$ cat src/hdl/rvnp_pkg.sv
// Shared constants, types and codes for the RTP video NAL packetizer.
package rvnp_pkg;

  localparam int PAYLOAD_MTU = 1400;
  localparam int FIFO_DEPTH  = 4;
  localparam int FIFO_AW     = $clog2(FIFO_DEPTH);

  localparam logic [10:0] MAXF_H264 = 11'(PAYLOAD_MTU - 2);
  localparam logic [10:0] MAXF_H265 = 11'(PAYLOAD_MTU - 3);

  localparam logic [3:0] POS_LAST_HDR = 4'd11;
  localparam logic [3:0] POS_DATA     = 4'd15;

  localparam logic [7:0] RTP_VERSION_BYTE = 8'h80;
  localparam logic [7:0] H265_FU_TYPE     = 8'h62;
  localparam logic [4:0] H264_FU_A_TYPE   = 5'd28;

  typedef enum logic [2:0] {
    CFG_SSRC         = 3'd0,
    CFG_INITIAL_SEQ  = 3'd1,
    CFG_INITIAL_TS   = 3'd2,
    CFG_TS_INCREMENT = 3'd3,
    CFG_USE_H265     = 3'd4,
    CFG_PAYLOAD_TYPE = 3'd5
  } cfg_index_t;

  typedef enum logic [1:0] {
    PH_IDLE,
    PH_SCAN,
    PH_DRAIN,
    PH_BODY
  } phase_t;

  typedef struct packed {
    logic [7:0] data;
    logic       hdr;
    logic       marker;
    logic [1:0] fu_n;
    logic [7:0] fu0;
    logic [7:0] fu1;
    logic [7:0] fu2;
    logic       eop;
    logic       eor;
    logic       ts_step;
  } cmd_t;

  typedef struct packed {
    logic        seq_load;
    logic [15:0] seq_value;
    logic        ts_load;
    logic [31:0] ts_value;
  } cnt_load_t;

endpackage

$ cat src/hdl/rvnp_front.sv
// Front part: start code strip, fragmentation decisions, command generation.
module rvnp_front (
  input  logic              clk,
  input  logic              rst,
  input  logic              in_valid,
  output logic              in_stall,
  input  logic [7:0]        nal_byte,
  input  logic [19:0]       nal_length,
  input  logic              first_of_nal,
  input  logic              use_h265,
  input  logic              fifo_full,
  output logic              push,
  output rvnp_pkg::cmd_t    cmd
);

  rvnp_pkg::phase_t phase, phase_next;
  logic [19:0] nal_total, nal_total_next;
  logic [2:0]  pos, pos_next;
  logic [7:0]  held [4];
  logic [7:0]  held_next [4];
  logic [2:0]  strip, strip_next;
  logic [2:0]  di, di_next;
  logic        is265, is265_next;
  logic        frag, frag_next;
  logic [19:0] payload_left, payload_left_next;
  logic [10:0] frag_left, frag_left_next;
  logic        first_frag, first_frag_next;
  logic [7:0]  nh0, nh0_next, nh1, nh1_next;
  logic [1:0]  idx, idx_next;

  logic        acc;
  logic        feed_en;
  logic [7:0]  feed_b;
  logic [1:0]  feed_idx;
  logic        feed_eor;
  logic        hdr_byte;
  logic [10:0] maxf;
  logic        new_frag;
  logic        last_frag;
  logic [10:0] fl_new, fl_dec;
  logic [19:0] pl_dec;
  logic        nal_done;
  logic [7:0]  flags;
  logic [2:0]  sp;
  logic [19:0] st;
  logic [2:0]  p;
  logic [7:0]  hw [4];
  logic        dec_ok;
  logic [2:0]  dec_s;
  logic [19:0] size;
  logic [2:0]  dd;

  assign in_stall = fifo_full || (phase == rvnp_pkg::PH_DRAIN);
  assign acc      = in_valid && !in_stall;

  // feed unit
  always_comb begin
    hdr_byte  = frag && (feed_idx < (is265 ? 2'd2 : 2'd1));
    maxf      = is265 ? rvnp_pkg::MAXF_H265 : rvnp_pkg::MAXF_H264;
    new_frag  = (frag_left == 11'd0);
    last_frag = (payload_left <= {9'd0, maxf});
    fl_new    = new_frag ? (last_frag ? payload_left[10:0] : maxf) : frag_left;
    fl_dec    = fl_new - 11'd1;
    pl_dec    = payload_left - 20'd1;
    nal_done  = feed_en && !hdr_byte && (pl_dec == 20'd0);
    flags     = {first_frag, last_frag, 6'd0};
    push      = feed_en && !hdr_byte;
    cmd       = '0;
    cmd.data    = feed_b;
    cmd.eor     = feed_eor || nal_done;
    cmd.ts_step = (pl_dec == 20'd0);
    if (!frag) begin
      cmd.hdr    = (feed_idx == 2'd0);
      cmd.marker = 1'b1;
      cmd.eop    = (payload_left == 20'd1);
    end else begin
      cmd.eop = (fl_dec == 11'd0);
      if (new_frag) begin
        cmd.hdr    = 1'b1;
        cmd.marker = last_frag;
        if (is265) begin
          cmd.fu_n = 2'd3;
          cmd.fu0  = rvnp_pkg::H265_FU_TYPE | (nh0 & 8'h81);
          cmd.fu1  = nh1;
          cmd.fu2  = {flags[7:6], nh0[6:1]};
        end else begin
          cmd.fu_n = 2'd2;
          cmd.fu1  = {nh0[7:5], rvnp_pkg::H264_FU_A_TYPE};
          cmd.fu2  = {flags[7:6], 1'b0, nh0[4:0]};
        end
      end
    end
  end

  // start code decision on held bytes with the incoming byte written
  always_comb begin
    sp = first_of_nal ? 3'd0 : pos;
    st = first_of_nal ? nal_length : nal_total;
    for (int i = 0; i < 4; i++) begin
      hw[i] = held[i];
    end
    hw[sp[1:0]] = nal_byte;
    p      = sp + 3'd1;
    dec_ok = 1'b1;
    dec_s  = 3'd0;
    if (hw[0] != 8'd0) begin
      dec_s = 3'd0;
    end else if (p >= 3'd2 && hw[1] != 8'd0) begin
      dec_s = 3'd0;
    end else if (p >= 3'd3 && hw[2] == 8'd1) begin
      dec_s = 3'd3;
    end else if (p >= 3'd3 && hw[2] != 8'd0) begin
      dec_s = 3'd0;
    end else if (p >= 3'd4) begin
      dec_s = (hw[3] == 8'd1) ? 3'd4 : 3'd0;
    end else if ({17'd0, p} >= st) begin
      dec_s = 3'd0;
    end else begin
      dec_ok = 1'b0;
    end
    size = st - {17'd0, dec_s};
  end

  always_comb begin
    phase_next        = phase;
    nal_total_next    = nal_total;
    pos_next          = pos;
    strip_next        = strip;
    di_next           = di;
    is265_next        = is265;
    frag_next         = frag;
    payload_left_next = payload_left;
    frag_left_next    = frag_left;
    first_frag_next   = first_frag;
    nh0_next          = nh0;
    nh1_next          = nh1;
    idx_next          = idx;
    for (int i = 0; i < 4; i++) begin
      held_next[i] = held[i];
    end
    feed_en  = 1'b0;
    feed_b   = nal_byte;
    feed_idx = idx;
    feed_eor = 1'b1;
    dd       = di - strip;

    if (phase == rvnp_pkg::PH_DRAIN) begin
      feed_b   = held[di[1:0]];
      feed_idx = (dd >= 3'd2) ? 2'd2 : dd[1:0];
      feed_en  = !fifo_full;
      feed_eor = (di + 3'd1 == pos);
    end else if (acc && first_of_nal) begin
      nal_total_next = nal_length;
      pos_next       = 3'd0;
      phase_next     = (nal_length != 20'd0) ? rvnp_pkg::PH_SCAN : rvnp_pkg::PH_IDLE;
    end else if (acc && phase == rvnp_pkg::PH_BODY) begin
      feed_en = 1'b1;
    end

    if (acc && ((first_of_nal && nal_length != 20'd0) ||
                (!first_of_nal && phase == rvnp_pkg::PH_SCAN))) begin
      for (int i = 0; i < 4; i++) begin
        held_next[i] = hw[i];
      end
      pos_next = p;
      if (dec_ok) begin
        strip_next      = dec_s;
        di_next         = dec_s;
        frag_left_next  = 11'd0;
        first_frag_next = 1'b1;
        if (size == 20'd0) begin
          phase_next = rvnp_pkg::PH_IDLE;
        end else begin
          is265_next        = use_h265;
          frag_next         = (size > 20'(rvnp_pkg::PAYLOAD_MTU));
          payload_left_next = (size > 20'(rvnp_pkg::PAYLOAD_MTU)) ?
                              size - (use_h265 ? 20'd2 : 20'd1) : size;
          idx_next          = 2'd0;
          phase_next        = (p == dec_s) ? rvnp_pkg::PH_BODY : rvnp_pkg::PH_DRAIN;
        end
      end
    end

    if (feed_en) begin
      if (hdr_byte) begin
        if (feed_idx[0]) begin
          nh1_next = feed_b;
        end else begin
          nh0_next = feed_b;
        end
      end else begin
        payload_left_next = pl_dec;
        if (frag) begin
          frag_left_next  = fl_dec;
          first_frag_next = first_frag && !new_frag;
        end
      end
      if (phase == rvnp_pkg::PH_DRAIN) begin
        di_next = di + 3'd1;
        if (di + 3'd1 == pos) begin
          phase_next = rvnp_pkg::PH_BODY;
          idx_next   = (dd + 3'd1 >= 3'd2) ? 2'd2 : 2'(dd + 3'd1);
        end
      end else begin
        idx_next = (idx == 2'd2) ? 2'd2 : idx + 2'd1;
      end
      if (nal_done) begin
        phase_next = rvnp_pkg::PH_IDLE;
      end
    end
  end

  always_ff @(posedge clk) begin
    if (rst) begin
      phase        <= rvnp_pkg::PH_IDLE;
      nal_total    <= '0;
      pos          <= '0;
      strip        <= '0;
      di           <= '0;
      is265        <= 1'b0;
      frag         <= 1'b0;
      payload_left <= '0;
      frag_left    <= '0;
      first_frag   <= 1'b1;
      nh0          <= '0;
      nh1          <= '0;
      idx          <= '0;
      for (int i = 0; i < 4; i++) begin
        held[i] <= '0;
      end
    end else begin
      phase        <= phase_next;
      nal_total    <= nal_total_next;
      pos          <= pos_next;
      strip        <= strip_next;
      di           <= di_next;
      is265        <= is265_next;
      frag         <= frag_next;
      payload_left <= payload_left_next;
      frag_left    <= frag_left_next;
      first_frag   <= first_frag_next;
      nh0          <= nh0_next;
      nh1          <= nh1_next;
      idx          <= idx_next;
      for (int i = 0; i < 4; i++) begin
        held[i] <= held_next[i];
      end
    end
  end

endmodule

$ cat src/hdl/rvnp_fifo.sv
// Command queue between front and back parts.
module rvnp_fifo (
  input  logic           clk,
  input  logic           rst,
  input  logic           push,
  input  rvnp_pkg::cmd_t wr_cmd,
  input  logic           pop,
  output rvnp_pkg::cmd_t rd_cmd,
  output logic           full,
  output logic           empty
);

  rvnp_pkg::cmd_t mem [rvnp_pkg::FIFO_DEPTH];
  logic [rvnp_pkg::FIFO_AW-1:0] wr_ptr, rd_ptr;
  logic [rvnp_pkg::FIFO_AW:0]   count;
  logic do_push, do_pop;

  assign full    = (count == (rvnp_pkg::FIFO_AW+1)'(rvnp_pkg::FIFO_DEPTH));
  assign empty   = (count == '0);
  assign do_push = push && !full;
  assign do_pop  = pop && !empty;
  assign rd_cmd  = mem[rd_ptr];

  always_ff @(posedge clk) begin
    if (do_push) begin
      mem[wr_ptr] <= wr_cmd;
    end
  end

  always_ff @(posedge clk) begin
    if (rst) begin
      wr_ptr <= '0;
      rd_ptr <= '0;
      count  <= '0;
    end else begin
      if (do_push) begin
        wr_ptr <= wr_ptr + 1'b1;
      end
      if (do_pop) begin
        rd_ptr <= rd_ptr + 1'b1;
      end
      count <= count + (rvnp_pkg::FIFO_AW+1)'(do_push) - (rvnp_pkg::FIFO_AW+1)'(do_pop);
    end
  end

endmodule

$ cat src/hdl/rvnp_back.sv
// Back part: RTP header and FU header emission, output register.
module rvnp_back (
  input  logic                clk,
  input  logic                rst,
  input  rvnp_pkg::cmd_t      q_cmd,
  input  logic                q_empty,
  output logic                q_pop,
  input  rvnp_pkg::cnt_load_t cnt_load,
  input  logic [31:0]         ssrc,
  input  logic [31:0]         ts_increment,
  input  logic [6:0]          payload_type,
  output logic                out_valid,
  input  logic                out_stall,
  output logic [7:0]          packet_byte,
  output logic                end_of_packet,
  output logic                end_of_run
);

  rvnp_pkg::cmd_t cur;
  logic        cur_valid;
  logic [3:0]  pos;
  logic [15:0] seq;
  logic [31:0] ts;
  logic        adv, take;
  logic [7:0]  byte_sel;
  logic [3:0]  pos_after;

  assign adv   = !out_valid || !out_stall;
  assign take  = !cur_valid || (adv && pos == rvnp_pkg::POS_DATA);
  assign q_pop = take && !q_empty;

  always_comb begin
    pos_after = (pos == rvnp_pkg::POS_LAST_HDR) ?
                rvnp_pkg::POS_DATA - {2'd0, cur.fu_n} : pos + 4'd1;
    case (pos)
      4'd0:    byte_sel = rvnp_pkg::RTP_VERSION_BYTE;
      4'd1:    byte_sel = {cur.marker, payload_type};
      4'd2:    byte_sel = seq[15:8];
      4'd3:    byte_sel = seq[7:0];
      4'd4:    byte_sel = ts[31:24];
      4'd5:    byte_sel = ts[23:16];
      4'd6:    byte_sel = ts[15:8];
      4'd7:    byte_sel = ts[7:0];
      4'd8:    byte_sel = ssrc[31:24];
      4'd9:    byte_sel = ssrc[23:16];
      4'd10:   byte_sel = ssrc[15:8];
      4'd11:   byte_sel = ssrc[7:0];
      4'd12:   byte_sel = cur.fu0;
      4'd13:   byte_sel = cur.fu1;
      4'd14:   byte_sel = cur.fu2;
      default: byte_sel = cur.data;
    endcase
  end

  always_ff @(posedge clk) begin
    if (adv && cur_valid) begin
      packet_byte   <= byte_sel;
      end_of_packet <= (pos == rvnp_pkg::POS_DATA) && cur.eop;
      end_of_run    <= (pos == rvnp_pkg::POS_DATA) && cur.eor;
    end
    if (q_pop) begin
      cur <= q_cmd;
    end
  end

  always_ff @(posedge clk) begin
    if (rst) begin
      out_valid <= 1'b0;
      cur_valid <= 1'b0;
      pos       <= '0;
      seq       <= '0;
      ts        <= '0;
    end else begin
      if (adv) begin
        out_valid <= cur_valid;
      end
      if (q_pop) begin
        cur_valid <= 1'b1;
        pos       <= q_cmd.hdr ? 4'd0 : rvnp_pkg::POS_DATA;
      end else if (take) begin
        cur_valid <= 1'b0;
      end else if (adv) begin
        pos <= pos_after;
      end
      if (cnt_load.seq_load) begin
        seq <= cnt_load.seq_value;
      end else if (adv && cur_valid && pos == rvnp_pkg::POS_LAST_HDR) begin
        seq <= seq + 16'd1;
      end
      if (cnt_load.ts_load) begin
        ts <= cnt_load.ts_value;
      end else if (adv && cur_valid && pos == rvnp_pkg::POS_DATA && cur.ts_step) begin
        ts <= ts + ts_increment;
      end
    end
  end

endmodule

$ cat src/hdl/rtp_video_nal_packetizer.sv
// Top level of the RTP video NAL packetizer.
//
//  channel | direction | handshake            | payload
//  in      | input     | in_valid / in_stall  | nal_byte, nal_length, first_of_nal
//  out     | output    | out_valid / out_stall| packet_byte, end_of_packet, end_of_run
//  cfg     | input     | cfg_valid / cfg_ready| cfg_index, cfg_data
//
// Body bytes are taken one per cycle while in_stall is low; each packet adds 12 header bytes
// on the output side, and each fragment 2 (H.264) or 3 (H.265) FU header bytes more.
// Input stalls while held bytes are released after the start code decision.
// A four-entry command queue lets input run ahead while headers go out.
// Reset is synchronous; cfg_ready is always high.
module rtp_video_nal_packetizer (
  input  logic        clk,
  input  logic        rst,
  input  logic        in_valid,
  output logic        in_stall,
  input  logic [7:0]  nal_byte,
  input  logic [19:0] nal_length,
  input  logic        first_of_nal,
  output logic        out_valid,
  input  logic        out_stall,
  output logic [7:0]  packet_byte,
  output logic        end_of_packet,
  output logic        end_of_run,
  input  logic        cfg_valid,
  output logic        cfg_ready,
  input  logic [2:0]  cfg_index,
  input  logic [31:0] cfg_data
);

  logic [31:0] ssrc;
  logic [31:0] ts_increment;
  logic        use_h265;
  logic [6:0]  payload_type;
  logic        cfg_we;
  rvnp_pkg::cnt_load_t cnt_load;
  rvnp_pkg::cmd_t f_cmd, q_cmd;
  logic f_push, q_pop, q_full, q_empty;

  assign cfg_ready = 1'b1;
  assign cfg_we    = cfg_valid && cfg_ready;

  always_comb begin
    cnt_load.seq_load  = cfg_we && (cfg_index == rvnp_pkg::CFG_INITIAL_SEQ);
    cnt_load.seq_value = cfg_data[15:0];
    cnt_load.ts_load   = cfg_we && (cfg_index == rvnp_pkg::CFG_INITIAL_TS);
    cnt_load.ts_value  = cfg_data;
  end

  always_ff @(posedge clk) begin
    if (rst) begin
      ssrc         <= '0;
      ts_increment <= 32'd1500;
      use_h265     <= 1'b0;
      payload_type <= 7'd96;
    end else if (cfg_we) begin
      case (cfg_index)
        rvnp_pkg::CFG_SSRC:         ssrc         <= cfg_data;
        rvnp_pkg::CFG_TS_INCREMENT: ts_increment <= cfg_data;
        rvnp_pkg::CFG_USE_H265:     use_h265     <= cfg_data[0];
        rvnp_pkg::CFG_PAYLOAD_TYPE: payload_type <= cfg_data[6:0];
        default: ;
      endcase
    end
  end

  rvnp_front u_front (
    .clk          (clk),
    .rst          (rst),
    .in_valid     (in_valid),
    .in_stall     (in_stall),
    .nal_byte     (nal_byte),
    .nal_length   (nal_length),
    .first_of_nal (first_of_nal),
    .use_h265     (use_h265),
    .fifo_full    (q_full),
    .push         (f_push),
    .cmd          (f_cmd)
  );

  rvnp_fifo u_fifo (
    .clk    (clk),
    .rst    (rst),
    .push   (f_push),
    .wr_cmd (f_cmd),
    .pop    (q_pop),
    .rd_cmd (q_cmd),
    .full   (q_full),
    .empty  (q_empty)
  );

  rvnp_back u_back (
    .clk           (clk),
    .rst           (rst),
    .q_cmd         (q_cmd),
    .q_empty       (q_empty),
    .q_pop         (q_pop),
    .cnt_load      (cnt_load),
    .ssrc          (ssrc),
    .ts_increment  (ts_increment),
    .payload_type  (payload_type),
    .out_valid     (out_valid),
    .out_stall     (out_stall),
    .packet_byte   (packet_byte),
    .end_of_packet (end_of_packet),
    .end_of_run    (end_of_run)
  );

endmodule

$ cat config.mk
export PLATFORM = sky130hd
export DESIGN_NAME = rtp_video_nal_packetizer
export DESIGN_NICKNAME = d
export VERILOG_FILES = /design/src/hdl/rvnp_pkg.sv /design/src/hdl/rvnp_front.sv /design/src/hdl/rvnp_fifo.sv /design/src/hdl/rvnp_back.sv /design/src/hdl/rtp_video_nal_packetizer.sv
export SDC_FILE = /design/constraint.sdc
export NUM_CORES = 1
export LEC_CHECK = 0
export ABC_AREA = 1
export BUFFER_PORTS_ARGS = -buffer_cell sky130_fd_sc_hd__buf_2
export CORE_UTILIZATION = 59
export CTS_CLUSTER_DIAMETER = 50
export CTS_CLUSTER_SIZE = 8
export DETAILED_ROUTE_END_ITERATION = 7
export GPL_ROUTABILITY_DRIVEN = 0
export PLACE_DENSITY = 0.76
export SYNTH_ARGS = -nofsm -noshare
export SYNTH_HDL_FRONTEND = slang
export SYNTH_SLANG_ARGS = --single-unit
$ cat constraint.sdc
create_clock -name clk -period 5.49 [get_ports clk]
set_input_delay 1.098 -clock clk [delete_from_list [all_inputs] [get_ports clk]]
set_output_delay 1.098 -clock clk [all_outputs]
set_load 0.05 [all_outputs]
==> metrics.md <==
| Metric | Value |
|---|---|
| VDD IR max | `355.4 uV` |
| Share of cells above drive strength 1 | `9.411%` |
| Core Util, Final | `67.28%` |
| Syn_area_per_cell | `7.732 sq um` |
| CP Class | `in2reg` |
| Max clock buf depth | `3` |
| P&R area growth vs syn | `11.18%` |
| Leakage power | `10.33 nW` |
| Hold Path Class | `reg2reg` |
| Power density cells | `407.5 mW/mm^2` |
| Clock root cell | `clkbuf_16` |
| Predominant post-synthesis flop cell | `dfxtp_1` |
| Clk slew on worst S/H paths | `50 ps` |
| Core Area | `0.03802 sq mm` |
| Die X | `199.5 um` |
| CP endpoint kind | `register` |
| # rows | `71` |
| Hold Crit Start | `u_front.nal_total[17]` |
| Crit path from | `first_of_nal` |
| First-pass GRT wire length | `103600 um` |
| Vias in the first global route | `20140` |
| Detail Route Antenna Nets | `0` |
| PortBufs | `80` |
| DRT Pass-1 Iters | `8` |
| Post-synth top area share | `22.71%` |
| Largest net degree at the start of global routing | `114` |
| # H-tree levels | `2` |
| Final hold vios | `0` |
| Number of diodes | `0` |
| Inserted Clock Buffers | `61` |
| CP max stage cell | `ha_1` |
| Yosys cell types | `63` |
| Final period utilization | `89.58%` |
| Flops & latches, synth | `423` |
| Gr usage total | `33.05%` |
| Initial DRC Count | `2193` |
| Net Count, Synth | `3117` |
| Worst-path maximum fanout | `23` |
| Initial antenna violation count | `0` |
| Post-synth EDFFs | `174` |
| Die area | `0.03979 sq mm` |
| Final Max Tran Viols | `0` |
| RSZ-0062 raised after global routing | `no` |
| Vias after detailed routing | `21430` |
| Die H | `199.5 um` |
| GR Overflow Total | `0` |
| Critical Path RT | `6030 ps` |
| Commonest non-fill, non-tap cell in the layout | `nand2_1` |
| Outcome | `completed` |
| Ys async rst share | `0%` |
| Netlist Area Pre-Place | `0.02301 sq mm` |
| Hold_buf cts | `0` |
| Number of max-cap violations | `0` |
| Commonest non-fill, non-tap cells in the layout | `nand2_1 (545), nor2_1 (381), o21ai_0 (325)` |
| Worst-skew pair later-pin latency | `630 ps` |
| CTS tree | `yes` |
| Ys Warns | `0` |
| Post-detail-place hpwl | `45320 um` |
| Most common cell on crit path | `nand2_1` |
| Syn Inst Count | `2976` |
| Gates resized, CTS repair | `0` |
| Top cells by area, synth | `edfxtp_1 (23%), dfxtp_1 (22%), nand2_1 (8.9%)` |
| Nets@finish | `3175` |
| Initial Util | `60.52%` |
| Clk_skew | `41.14 ps` |
| Post-CTS setup buffers | `0` |
| Post-synth top area cell | `edfxtp_1` |
| Minimum clock period | `4918 ps` |
| Seq/Total Area, Yosys | `44.37%` |
| Slew HR | `19.78%` |
| WL/cell | `18.27 um` |
| Worst-margin pin slew | `1192 ps` |
| Final setup vio count | `0` |
| IO Count | `82` |
| Setup TNS | `0 ps` |
| Clock Sinks | `423` |
| Launch point of the worst reg-to-reg path | `u_front.di[0]` |
| Max frequency | `203.3 MHz` |
| Via-to-Cell Ratio | `5.982` |
| Crit start category | `input port` |
| Crit path DAT | `5460 ps` |
| Post-route DRC | `0` |
| DRT Wirelength | `65440 um` |
| Max incr delay on CP | `480 ps` |
==> power by group <==
part	switching [mW]	leakage, nW	internal [mW]	total (mW)
Combinational	2.13	5.92	0.834	2.96
Sequential	0.233	3.57	3.76	3.99
Clock	1.38	0.841	2.09	3.47
Total	3.74	10.3	6.69	10.4
==> per-stage QoR <==
step                cell area, sq um  setup slack, ps  cells  power (mW)  hold slack, ps
global route                   25580            93.23   3582       10.96           482.4
CTS                            25580            662.9   3582       10.39           457.7
detailed placement             23820            5.481   3482       6.918           449.7
floorplan                      23010            440.8   2976       6.096           429.2
global placement               23820            204.8   3482       6.831           445.3
finish                         25580            572.0   3582       10.43           453.8
==> flip-flops by register name (all words and copies together) (netlist names), 3 cells and up, named ones only <==
signal                flops
ssrc                     32
u_fifo.count              3
u_front.frag_left        11
u_front.pos               3
u_front.payload_left     20
u_fifo.mem              132
u_back.packet_byte        8
u_back.ts                32
u_back.seq               16
payload_type              7
u_back.pos                4
u_front.di                3
u_front.held             32
u_front.nh1               8
ts_increment             32
u_back.cur               32
u_front.nal_total        20
u_front.nh0               8
==> cells by family (layout without fill, tap and decap cells) <==
family	Yosys count	in the layout	synth area share [%]
DFF	423	423	44.37
and+or+nand+nor	1252	1252	23.72
adders and majority gates	72	72	4.078
xor gates and xnor gates	57	57	2.170
AOI/OAI and AO/OA	749	749	18.37
buffers and inverters	422	517	7.276
other	1	1	0.01630
==> layout make-up <==
cell class / count / area [sq um]
timing repair buffer: 113 / 648.1
tap: 511 / 639.4
fill: 3176 / 12440
clock inverter: 7 / 110.1
inverter: 304 / 1144
multi-input combinational: 2131 / 11170
sequential: 423 / 10210
clock buffer: 93 / 1657
==> synthesized netlist by cell type, types with 4 or more instances <==
library cell / instances
o21ai_1: 9
edfxtp_1: 174
ha_1: 67
a21oi_1: 224
nand3_2: 4
a31oi_1: 37
dfxtp_1: 249
xor2_1: 38
nand3_1: 142
o22ai_1: 43
or2_2: 14
nor2_1: 388
o21bai_1: 5
buf_2: 6
nand2_4: 4
a22o_1: 9
o21ai_2: 4
nand3b_1: 8
a21oi_2: 14
a211oi_1: 4
inv_2: 6
buf_6: 8
nor4_1: 16
clkinv_1: 6
o2111ai_1: 4
nor3_1: 34
a21boi_0: 4
nor2_2: 15
nand2_2: 17
a21o_1: 8
o31ai_1: 4
a221oi_1: 21
inv_1: 292
a32o_1: 5
o211ai_1: 18
o21ai_0: 325
nor2_4: 6
fa_1: 5
clkbuf_1: 97
xnor2_1: 19
nand4_1: 42
nand2_1: 545
==> worst max-delay path: cells and delay by family <==
kind / cells / cell delay [ps]
adder cells (fa/ha/maj): 2 / 840
buffers and inverters: 5 / 690
AO/OA/AOI/OAI: 2 / 330
AND/OR/NAND/NOR: 20 / 2490
==> path summary, 6_finish.rpt <==
kind                                         endpoint  slack [ps]  depth (start not counted)
worst max-delay path                   u_front.idx[0]         570                         29
worst min-delay path            u_front.nal_total[17]         450                          2
worst max register to register        u_fifo.count[2]         830                         21
worst min register to register  u_front.nal_total[17]         450                          2
==> per-layer routing <==
layer | share of wire, % | global-route usage, % | vias to the layer above
li1 | - | - | 10250
met1 | 40 | 40.89 | 9937
met2 | 47 | 55.74 | 1031
met3 | 8.6 | 6.059 | 214
met4 | 4.6 | 15.44 | 0
met5 | 0 | 0 | -
Power figures use the tool's default switching activity.
